`src/rtl/core/texel_format_to_rgba8_top_assert.svh`:
```
// Assertion macros shared by the RTL; they expect clk and rst in scope.
`ifndef TEXEL_FORMAT_TO_RGBA8_TOP_ASSERT_SVH
`define TEXEL_FORMAT_TO_RGBA8_TOP_ASSERT_SVH

// Same-cycle implication.
`define TFR_ASSERT_NOW(label, ante, cons, msg) \
  label: assert property (@(posedge clk) disable iff (rst) (ante) |-> (cons)) \
    else $error(msg);

// Next-cycle implication.
`define TFR_ASSERT_NEXT(label, ante, cons, msg) \
  label: assert property (@(posedge clk) disable iff (rst) (ante) |=> (cons)) \
    else $error(msg);

`endif

```
`src/rtl/core/tfr_pkg.sv`:
```
package tfr_pkg;

  localparam logic [1:0] KIND_CONVERT    = 2'd0;
  localparam logic [1:0] KIND_WRITE      = 2'd1;
  localparam logic [1:0] KIND_INVALIDATE = 2'd2;

  localparam logic [3:0] FMT_RGB332   = 4'd0;
  localparam logic [3:0] FMT_A8       = 4'd1;
  localparam logic [3:0] FMT_I8       = 4'd2;
  localparam logic [3:0] FMT_AI44     = 4'd3;
  localparam logic [3:0] FMT_P8       = 4'd4;
  localparam logic [3:0] FMT_ARGB8332 = 4'd5;
  localparam logic [3:0] FMT_RGB565   = 4'd6;
  localparam logic [3:0] FMT_ARGB1555 = 4'd7;
  localparam logic [3:0] FMT_ARGB4444 = 4'd8;
  localparam logic [3:0] FMT_AI88     = 4'd9;
  localparam logic [3:0] FMT_AP88     = 4'd10;

  localparam logic [23:0] MAGENTA_RGB = 24'hFF00FF;

  typedef struct packed {
    logic        rd_en;
    logic [7:0]  rd_idx;
    logic        wr_en;
    logic [7:0]  wr_idx;
    logic [23:0] wr_data;
    logic        clear;
  } pal_req_t;

  typedef struct packed {
    logic [7:0] r;
    logic [7:0] g;
    logic [7:0] b;
    logic [7:0] a;
  } rgba_t;

endpackage

```
`src/rtl/core/tfr_expand.sv`:
```
module tfr_expand (
  input  logic [3:0]      texel_format,
  input  logic [15:0]     texel,
  input  logic [23:0]     pal_color,
  output tfr_pkg::rgba_t  rgba
);

  // floor(x*255/7) = 36x + floor(3x/7)
  function automatic logic [7:0] exp3(input logic [2:0] x);
    logic [4:0] x3;
    logic [1:0] q;
    x3 = 5'(x) * 5'd3;
    q = {1'b0, x3 >= 5'd7} + {1'b0, x3 >= 5'd14} + {1'b0, x3 >= 5'd21};
    return {5'b0, x} * 8'd36 + {6'b0, q};
  endfunction

  // floor(x*255/31) = 8x + floor(7x/31)
  function automatic logic [7:0] exp5(input logic [4:0] x);
    logic [7:0] x7;
    logic [2:0] q;
    x7 = 8'(x) * 8'd7;
    q = 3'd0;
    for (int k = 1; k < 8; k++) begin
      q = q + {2'b0, x7 >= 8'(31 * k)};
    end
    return {x, 3'b000} + {5'b0, q};
  endfunction

  // floor(x*255/63) = 4x + floor(x/21)
  function automatic logic [7:0] exp6(input logic [5:0] x);
    logic [1:0] q;
    q = {1'b0, x >= 6'd21} + {1'b0, x >= 6'd42} + {1'b0, x >= 6'd63};
    return {x, 2'b00} + {6'b0, q};
  endfunction

  logic [7:0] lo;
  logic [7:0] hi;

  assign lo = texel[7:0];
  assign hi = texel[15:8];

  always_comb begin
    rgba = '{r: 8'hFF, g: 8'h00, b: 8'hFF, a: 8'hFF};
    case (texel_format)
      tfr_pkg::FMT_RGB332: begin
        rgba = '{r: exp3(lo[7:5]), g: exp3(lo[4:2]), b: {4{lo[1:0]}}, a: 8'hFF};
      end
      tfr_pkg::FMT_A8: begin
        rgba = '{r: 8'hFF, g: 8'hFF, b: 8'hFF, a: lo};
      end
      tfr_pkg::FMT_I8: begin
        rgba = '{r: lo, g: lo, b: lo, a: 8'hFF};
      end
      tfr_pkg::FMT_AI44: begin
        rgba = '{r: {2{lo[3:0]}}, g: {2{lo[3:0]}}, b: {2{lo[3:0]}}, a: {2{lo[7:4]}}};
      end
      tfr_pkg::FMT_P8: begin
        rgba = '{r: pal_color[23:16], g: pal_color[15:8], b: pal_color[7:0], a: 8'hFF};
      end
      tfr_pkg::FMT_ARGB8332: begin
        rgba = '{r: exp3(lo[7:5]), g: exp3(lo[4:2]), b: {4{lo[1:0]}}, a: hi};
      end
      tfr_pkg::FMT_RGB565: begin
        rgba = '{r: exp5(texel[15:11]), g: exp6(texel[10:5]), b: exp5(texel[4:0]),
                 a: 8'hFF};
      end
      tfr_pkg::FMT_ARGB1555: begin
        rgba = '{r: exp5(texel[14:10]), g: exp5(texel[9:5]), b: exp5(texel[4:0]),
                 a: {8{texel[15]}}};
      end
      tfr_pkg::FMT_ARGB4444: begin
        rgba = '{r: {2{texel[11:8]}}, g: {2{texel[7:4]}}, b: {2{texel[3:0]}},
                 a: {2{texel[15:12]}}};
      end
      tfr_pkg::FMT_AI88: begin
        rgba = '{r: lo, g: lo, b: lo, a: hi};
      end
      tfr_pkg::FMT_AP88: begin
        rgba = '{r: pal_color[23:16], g: pal_color[15:8], b: pal_color[7:0], a: hi};
      end
      default: begin
        rgba = '{r: 8'hFF, g: 8'h00, b: 8'hFF, a: 8'hFF};
      end
    endcase
  end

endmodule

```
`config.mk`:
```
export PLATFORM = sky130hd
export DESIGN_NAME = tfr_expand
export DESIGN_NICKNAME = d
export VERILOG_FILES = /design/src/rtl/core/texel_format_to_rgba8_top_assert.svh /design/src/rtl/core/tfr_pkg.sv /design/src/rtl/core/tfr_expand.sv
export SDC_FILE = /design/constraint.sdc
export NUM_CORES = 1
export LEC_CHECK = 0
export BUFFER_PORTS_ARGS = -buffer_cell sky130_fd_sc_hd__buf_2
export CAP_MARGIN = 20
export CORE_ASPECT_RATIO = 1.4
export CORE_MARGIN = 1.5
export CORE_UTILIZATION = 45
export DETAILED_ROUTE_END_ITERATION = 16
export PLACE_DENSITY = 0.75
export SETUP_SLACK_MARGIN = 0.05
export SYNTH_ARGS = -nofsm -noshare
export SYNTH_HDL_FRONTEND = slang
export SYNTH_SLANG_ARGS = --single-unit
```
`constraint.sdc`:
```
create_clock -name vclk -period 10.5
set_input_delay 2.1 -clock vclk [all_inputs]
set_output_delay 2.1 -clock vclk [all_outputs]
set_load 0.02 [all_outputs]
```
==> flow_metrics.env, run 1 <==
export IMPL_drt_pass1_iter_count=6
export IMPL_powerDensity_nw_per_um2=91.6
export IMPL_yosysWarnings=0
export IMPL_io_buffers=76
export IMPL_p_leak_nw=1.98
export IMPL_hold_slack_ns=4.53
export IMPL_cts_hold_buf=0
export IMPL_io_pins=76
export IMPL_core_um2=8560
export IMPL_avgSynthCellArea_um2=7.53
export IMPL_hold_class="in2out"
export IMPL_critPathLaunch="texel[10]"
export IMPL_cts_resized=0
export IMPL_synth_top_area_share_pct=19.3
export IMPL_grt_max_degree=39
export IMPL_wl_per_cell_um=17.6
export IMPL_drc=0
export IMPL_p_sw_uw=241
export IMPL_synth_cell_types=66
export IMPL_internal_power_uw=154
export IMPL_worstHoldStart="pal_color[17]"
export IMPL_start_kind="primary input"
export IMPL_outcome="complete, no violations"
export IMPL_drive_above_1_share_pct=16.8
export IMPL_path_max_fanout=11
export IMPL_slew_headroom_pct=54.5
export IMPL_yosys_top_cells_area="fa_1 19%, ha_1 16%, a21oi_1 5.6%"
export IMPL_first_global_vias=4151
export IMPL_nets=711
export IMPL_seq_cells=0
export IMPL_post_route_period_util_pct=88.6
export IMPL_ant_nets=0
export IMPL_dpl_hpwl_mm=9.72
export IMPL_required_ns=8.40
export IMPL_maxSlewViolCount=0
export IMPL_gp_congestion=0.972
export IMPL_wirelength_mm=12.0
export IMPL_setup_violations=0
export IMPL_initial_core_util_pct=46.0
export IMPL_die_area_um2=9330
export IMPL_place_area_um2=4300
export IMPL_synth_cells=523
export IMPL_rsz0062_at_grt="false"
export IMPL_syn2layout_area_growth_pct=9.53
export IMPL_clkPwrFrac_pct=0
export IMPL_seq_area_um2=0
export IMPL_path_class="in2out"
export IMPL_grt_pass1_wl_mm=19.5
export IMPL_pwr_share_comb_pct=100.0
export IMPL_arrival_ns=7.21
export IMPL_yosys_area_top_type="fa_1"
export IMPL_die_y_um=114
export IMPL_end_kind="primary output"
export IMPL_num_antenna_cells=0
export IMPL_viasPerCell=6.26
export IMPL_antenna_found_initial=0
export IMPL_hold_depth=4
export IMPL_fin_area_um2=4320
export IMPL_ir_worst_vdd_mv=0.0630
export IMPL_synth_seq_area_share_pct=0
export IMPL_postCtsSetupBuffers=0
export IMPL_fmax_mhz=107
export IMPL_whs_endpoint="rgba[25]"
export IMPL_drt_iter0_markers=389
export IMPL_synth_nets=655
export IMPL_netlist_area_um2=3940
export IMPL_swShare_pct=61.1
export IMPL_clkbuf_count=0
export IMPL_grt_use_total_pct=26.2
export IMPL_fp_row_count=40
export IMPL_grt_overflow=0
export IMPL_worst_slew_pin_slew_ns=0.680
export IMPL_die_width_um=82.1
export IMPL_final_hold_violation_count=0
export IMPL_cap_violations=0
export IMPL_place_ws_ns=1.16
export IMPL_setup_ws_ns=1.19
export IMPL_setup_tns_final_ns=0
export IMPL_vias=4266
export IMPL_period_minus_slack_ns=9.31
export IMPL_pwr_share_seq_pct=0
-- cell families after synthesis --
group                    share of synthesized area [%]
AO/OA/AOI/OAI                                     30.5
XOR/XNOR                                          4.86
adder cells (fa/ha/maj)                           35.2
buffers and inverters                             9.18
AND/OR/NAND/NOR                                   20.3
-- Yosys cell counts, drive strengths merged, types with 3 or more instances --
cell and count:
inv 56, a21oi 51, ha 50, nand2 48
o21ai 40, fa 38, nor2 36, nand3 23
buf 15, nand2b 12, xor2 12, a21o 11
a22oi 10, nor3 10, a221oi 9, clkbuf 8
o22ai 8, a221o 7, a222oi 7, nor2b 7
nand4 6, o21a 6, xnor2 6, a211oi 4
a32oi 4, or2b 4, a311o 3, and2 3
-- metrics by stage --
step / std cells / utilization [%] / power (mW)
2_1_floorplan: 523 / - / 0.289
3_3_place_gp: 681 / 50.2 / 0.379
3_5_place_dp: 681 / 50.2 / 0.396
4_1_cts: 681 / 50.2 / 0.397
5_1_grt: 682 / 50.4 / 0.450
6_report: 682 / 50.4 / 0.395
-- power groups by stage --
stage / logic, mW / clock network, mW / registers, mW
floorplan: 0.289 / 0 / 0
global placement: 0.379 / 0 / 0
detailed placement: 0.396 / 0 / 0
CTS: 0.397 / 0 / 0
global route: 0.450 / 0 / 0
finish: 0.395 / 0 / 0
-- layer usage --
layer  vias to the layer above  track usage [%]  wire length [µm]
li1                       1974                -                 -
met1                      1997             30.8              4450
met2                       236             47.4              6030
met3                        59             2.00               864
met4                         0             11.5               688
met5                         -                0                 0
-- critical path, cell delays in order --
cell and delay (ns):
buf_2 0.19, fa_1 0.57, ha_1 0.17, inv_1 0.06
fa_1 0.39, or2b_1 0.24, a21oi_1 0.24, xnor2_1 0.22
nand2_1 0.12, a311o_1 0.35, fa_1 0.54, inv_1 0.05
fa_1 0.50, fa_1 0.45, fa_1 0.51, o22ai_1 0.07
a211oi_1 0.22, nand2_1 0.06, buf_2 0.16
-- cells in the final DEF (no fill, tap or decap), types with 10 or more instances in the layout --
master    synthesis  routed
nand2_1          47      47
o21ai_0          34      34
a21oi_1          44      44
inv_1            55      55
ha_1             50      50
nand3_1          23      23
nor2_1           34      34
a22oi_1          10      10
buf_2             4      76
a21o_1           11      11
fa_1             38      38
nand2b_1         12      12
-- final cells by class --
| type | instances | area [µm²] |
|---|---|---|
| fillers | 833 | 4240 |
| inverters | 56 | 210 |
| multi-input cells | 444 | 3580 |
| well taps | 105 | 131 |
| repair buffers | 77 | 395 |
-- worst max path at each step --
stage,end,slack [ns],cells after the start
after global routing,rgba[9],0.91,22
after global placement,rgba[25],1.33,19
after CTS,rgba[25],1.17,19
after detailed placement,rgba[25],1.16,19
after floorplan,rgba[25],1.72,17
final,rgba[25],1.19,19
No activity file was read; power rests on OpenSTA's default activity.
==> run 2, diff against run 1 <==
--- a/config.mk
+++ b/config.mk
@@ -11,7 +11,7 @@
 export CORE_MARGIN = 1.5
 export CORE_UTILIZATION = 45
 export DETAILED_ROUTE_END_ITERATION = 16
-export PLACE_DENSITY = 0.75
+export PLACE_DENSITY = 0.67
 export SETUP_SLACK_MARGIN = 0.05
 export SYNTH_ARGS = -nofsm -noshare
 export SYNTH_HDL_FRONTEND = slang
==> run 2 against run 1 <==
Via count increased by 0.49%. Cell count did not move. Maximum frequency barely moved. Worst setup slack worse by 0.0080 ns. Final area unchanged. Sequential cell count did not move. Wire length is 3.3% higher. Global-route usage increased by 1.3 points.
==> flow_metrics.env, run 2 (synthesis results as in run 1) <==
export IMPL_outcome="complete, no violations"
export IMPL_final_hold_violation_count=0
export IMPL_die_width_um=82.1
export IMPL_initial_core_util_pct=46.0
export IMPL_wirelength_mm=12.4
export IMPL_slew_headroom_pct=51.5
export IMPL_die_area_um2=9330
export IMPL_crit_path_frequent_cell="fa_1"
export IMPL_dpl_hpwl_mm=9.94
export IMPL_worstHoldStart="pal_color[16]"
export IMPL_fmax_mhz=107
export IMPL_drc=0
export IMPL_grt_overflow=0
export IMPL_antenna_found_initial=0
export IMPL_syn2layout_area_growth_pct=9.53
export IMPL_setup_tns_final_ns=0
export IMPL_gp_congestion=0.928
export IMPL_hold_slack_ns=4.54
export IMPL_ant_nets=0
export IMPL_start_kind="primary input"
export IMPL_post_route_period_util_pct=88.7
export IMPL_io_buffers=76
export IMPL_p_leak_nw=1.98
export IMPL_grt_max_degree=39
export IMPL_mostFrequentLayoutCells="76 x buf_2, 55 x inv_1, 50 x ha_1"
export IMPL_nFillCells=861
export IMPL_wl_met2_mm=5.94
export IMPL_ir_worst_vdd_mv=0.0579
export IMPL_cts_hold_buf=0
export IMPL_vias=4287
export IMPL_clkbuf_count=0
export IMPL_grt_use_total_pct=27.6
export IMPL_nets=711
export IMPL_hold_class="in2out"
export IMPL_cts_resized=0
export IMPL_cap_violations=0
export IMPL_path_class="in2out"
export IMPL_powerDensity_nw_per_um2=90.4
export IMPL_arrival_ns=7.21
export IMPL_maxSlewViolCount=0
export IMPL_postCtsSetupBuffers=0
export IMPL_path_cells="buf_2 -> fa_1 -> ha_1 -> inv_1 -> fa_1 -> nand2b_1 -> a21oi_1 -> xnor2_1 -> nand2_1 -> a311o_1 -> fa_1 -> inv_1 -> fa_1 -> fa_1 -> fa_1 -> o22ai_1 -> a211oi_1 -> nand2_1 -> buf_2"
export IMPL_seq_cells=0
export IMPL_period_minus_slack_ns=9.31
export IMPL_grt_pass1_wl_mm=20.6
export IMPL_drt_pass1_iter_count=6
export IMPL_setup_ws_ns=1.19
export IMPL_m1WireLength_mm=4.75
export IMPL_drive_above_1_share_pct=16.8
export IMPL_worst_path_buf_inv=4
export IMPL_final_common_cell="buf_2"
export IMPL_path_max_fanout=11
export IMPL_first_global_vias=4242
export IMPL_worst_slew_pin_slew_ns=0.726
export IMPL_fp_row_count=40
export IMPL_drt_iter0_markers=431
export IMPL_dr_wl_met3_mm=1.15
export IMPL_cp_top_family="adder cells"
export IMPL_num_antenna_cells=0
export IMPL_critPathLaunch="texel[11]"
export IMPL_die_y_um=114
export IMPL_crit_slowest_cell="fa_1"
export IMPL_setup_violations=0
export IMPL_topRoutingLayerUsed="met4"
export IMPL_required_ns=8.40
export IMPL_io_pins=76
export IMPL_core_um2=8560
export IMPL_wl_per_cell_um=18.2
export IMPL_rsz0062_at_grt="false"
export IMPL_seq_area_um2=0
export IMPL_place_ws_ns=1.17
export IMPL_viasPerCell=6.29
export IMPL_end_kind="primary output"
export IMPL_slowest_delay_ns=0.61
[run 2: cell counts in the layout (fill, tap and decap cells not counted)]
No cell type changed its count.
[run 2: power by group]
group,total (mW),internal [mW],leakage [nW],switching [mW]
Combinational,0.390,0.152,1.98,0.239
Sequential,0,0,0,0
Clock,0,0,0,0
Total,0.390,0.152,1.98,0.239
[run 2: final cells by class]
| cell class | count | area (µm²) | area share, % |
|---|---|---|---|
| multi-input cells | 444 | 3580 | 82.9 |
| repair buffers | 77 | 395 | 9.16 |
| inverters | 56 | 210 | 4.87 |
| well taps | 105 | 131 | 3.04 |
[run 2: worst min-delay path, stage by stage]
cell and delay (ns):
buf_2 0.07, nand2_1 0.04, nand4_1 0.07, buf_2 0.16
[run 2: routing by layer]
metal | vias up | global-route usage (%)
li1 | 1977 | -
met1 | 2015 | 33.7
met2 | 247 | 47.4
met3 | 48 | 4.64
met4 | 0 | 10.2
met5 | - | 0
[run 2: path summary, 6_finish.rpt]
| path | to | slack [ns] | cells after the start |
|---|---|---|---|
| worst max-delay path | rgba[25] | 1.19 | 19 |
| worst min-delay path | rgba[24] | 4.54 | 4 |
[run 2: metrics by stage]
stage          cells  util [%]  instance area (µm²)  power (mW)
2_1_floorplan    523         -                 3940       0.289
3_3_place_gp     681      50.2                 4300       0.378
3_5_place_dp     681      50.2                 4300       0.390
4_1_cts          681      50.2                 4300       0.392
5_1_grt          682      50.4                 4320       0.442
6_report         682      50.4                 4320       0.390
==> run 3, diff against run 2 <==
--- a/config.mk
+++ b/config.mk
@@ -5,6 +5,7 @@
 export SDC_FILE = /design/constraint.sdc
 export NUM_CORES = 1
 export LEC_CHECK = 0
+export ABC_AREA = 1
 export BUFFER_PORTS_ARGS = -buffer_cell sky130_fd_sc_hd__buf_2
 export CAP_MARGIN = 20
 export CORE_ASPECT_RATIO = 1.4
==> run 3 against run 2 <==
Area after synthesis up 4.1%. First-iteration DRC count down 3.5%. Non-clock buffer count down 1. Synthesized cell count up 33%. Final area up 6.0%.
==> flow_metrics.env, run 3 <==
export IMPL_place_area_um2=4580
export IMPL_synth_top_cells_by_count="174 x nand2_1, 106 x inv_1, 78 x nor2_1"
export IMPL_netlist_area_um2=4100
export IMPL_end_kind="primary output"
export IMPL_clkbuf_count=0
export IMPL_hold_class="in2out"
export IMPL_outcome="complete, no violations"
export IMPL_core_um2=8930
export IMPL_rsz0062_at_grt="false"
export IMPL_nets=898
export IMPL_synth_top_area_share_pct=18.6
export IMPL_p_leak_nw=2.46
export IMPL_drive_above_1_share_pct=12.2
export IMPL_fmax_mhz=111
export IMPL_yosysWarnings=0
export IMPL_synth_cells=696
export IMPL_io_buffers=76
export IMPL_drc=0
export IMPL_worst_path_buf_inv=5
export IMPL_ir_worst_vdd_mv=0.0557
export IMPL_fin_area_um2=4580
export IMPL_hold_slack_ns=4.53
export IMPL_drt_pass1_iter_count=6
export IMPL_path_class="in2out"
export IMPL_cap_violations=0
export IMPL_maxSlewViolCount=0
export IMPL_place_ws_ns=1.54
export IMPL_postCtsSetupBuffers=0
export IMPL_yosys_top_cells_area="fa_1 19%, nand2_1 16%, ha_1 15%"
export IMPL_slowest_delay_ns=0.61
export IMPL_num_antenna_cells=0
export IMPL_viasPerCell=5.64
export IMPL_fp_row_count=41
export IMPL_syn2layout_area_growth_pct=11.6
export IMPL_post_route_period_util_pct=85.4
export IMPL_powerDensity_nw_per_um2=85.7
export IMPL_setup_tns_final_ns=0
export IMPL_io_pins=76
export IMPL_gp_congestion=0.922
export IMPL_setup_violations=0
export IMPL_grt_use_total_pct=29.8
export IMPL_yosys_area_top_type="fa_1"
export IMPL_synth_nets=828
export IMPL_slew_headroom_pct=52.3
export IMPL_path_cells="buf_2 -> fa_1 -> ha_1 -> inv_1 -> fa_1 -> inv_1 -> nand3_1 -> nand2_1 -> xor2_1 -> nor2_1 -> nand3_1 -> fa_1 -> inv_1 -> fa_1 -> fa_1 -> fa_1 -> o21ai_0 -> nor3b_1 -> nand2_1 -> buf_2"
export IMPL_path_max_fanout=10
export IMPL_dpl_hpwl_mm=12.1
export IMPL_initial_core_util_pct=45.9
export IMPL_grt_overflow=0
export IMPL_wl_per_cell_um=16.7
export IMPL_setup_ws_ns=1.53
export IMPL_seq_cells=0
export IMPL_first_global_vias=4697
export IMPL_drt_iter0_markers=416
export IMPL_die_y_um=116
export IMPL_grt_pass1_wl_mm=23.3
export IMPL_synth_most_common_cell="nand2_1"
export IMPL_synth_cell_types=30
export IMPL_avgSynthCellArea_um2=5.89
export IMPL_crit_path_frequent_cell="fa_1"
export IMPL_die_area_um2=9700
export IMPL_arrival_ns=6.87
export IMPL_final_hold_violation_count=0
export IMPL_period_minus_slack_ns=8.97
export IMPL_grt_max_degree=18
export IMPL_mostFrequentLayoutCells="174 x nand2_1, 106 x inv_1, 78 x nor2_1"
export IMPL_start_kind="primary input"
export IMPL_antenna_found_initial=0
export IMPL_synth_seq_area_share_pct=0
export IMPL_cts_resized=0
export IMPL_ant_nets=0
export IMPL_crit_slowest_cell="fa_1"
export IMPL_final_common_cell="nand2_1"
export IMPL_seq_area_um2=0
export IMPL_worst_slew_pin_slew_ns=0.715
export IMPL_cp_top_family="adder cells"
export IMPL_cts_hold_buf=0
export IMPL_required_ns=8.40
export IMPL_die_width_um=83.7
export IMPL_wirelength_mm=14.5
export IMPL_vias=4913
[run 3: changes by cell type in the layout (fill, tap and decap cells not counted), moves of 9 or more]
cell / change
o21ai_0: +29
nor2_1: +44
a221oi_1: -9
nand2_1: +127
nand3_1: +42
a21o_1: -11
inv_1: +51
nand2b_1: -12
[run 3: logic make-up (layout without fill, tap and decap cells)]
group           after synthesis  count (layout)  share of synthesized area, %
simple gates                356             356                          36.8
compound gates              127             127                          16.6
buf+inv                     116             184                          10.8
fa+ha+maj                    88              88                          33.8
xor+xnor                      9               9                          1.92
[run 3: through the flow]
stage          util (%)  power (mW)  instances
6_report           51.3       0.392        871
5_1_grt            51.3       0.455        871
4_1_cts            51.3       0.393        871
3_5_place_dp       51.3       0.389        871
3_3_place_gp       51.3       0.380        871
2_1_floorplan         -       0.277        696
[run 3: worst paths after layout]
path                     start       end  cells past startpoint
hold / removal    pal_color[1]   rgba[9]                      4
setup / recovery     texel[11]  rgba[26]                     20
[run 3: final cells by class]
class	count	area [µm²]
repair buffers	76	380
inverters	108	405
multi-input cells	580	3660
well taps	107	134
fillers	1012	4350
[run 3: power breakdown]
part           internal (mW)  switching, mW
logic                  0.141          0.251
clock network              0              0
registers                  0              0
total                  0.141          0.251
[run 3: metal layers]
layer | GRT usage, % | part of all wire (%) | routed length [µm]
met5 | 0 | 0 | 0
met4 | 9.51 | 3.3 | 486
met3 | 1.21 | 6.1 | 881
met2 | 54.9 | 51 | 7450
met1 | 37.5 | 39 | 5710
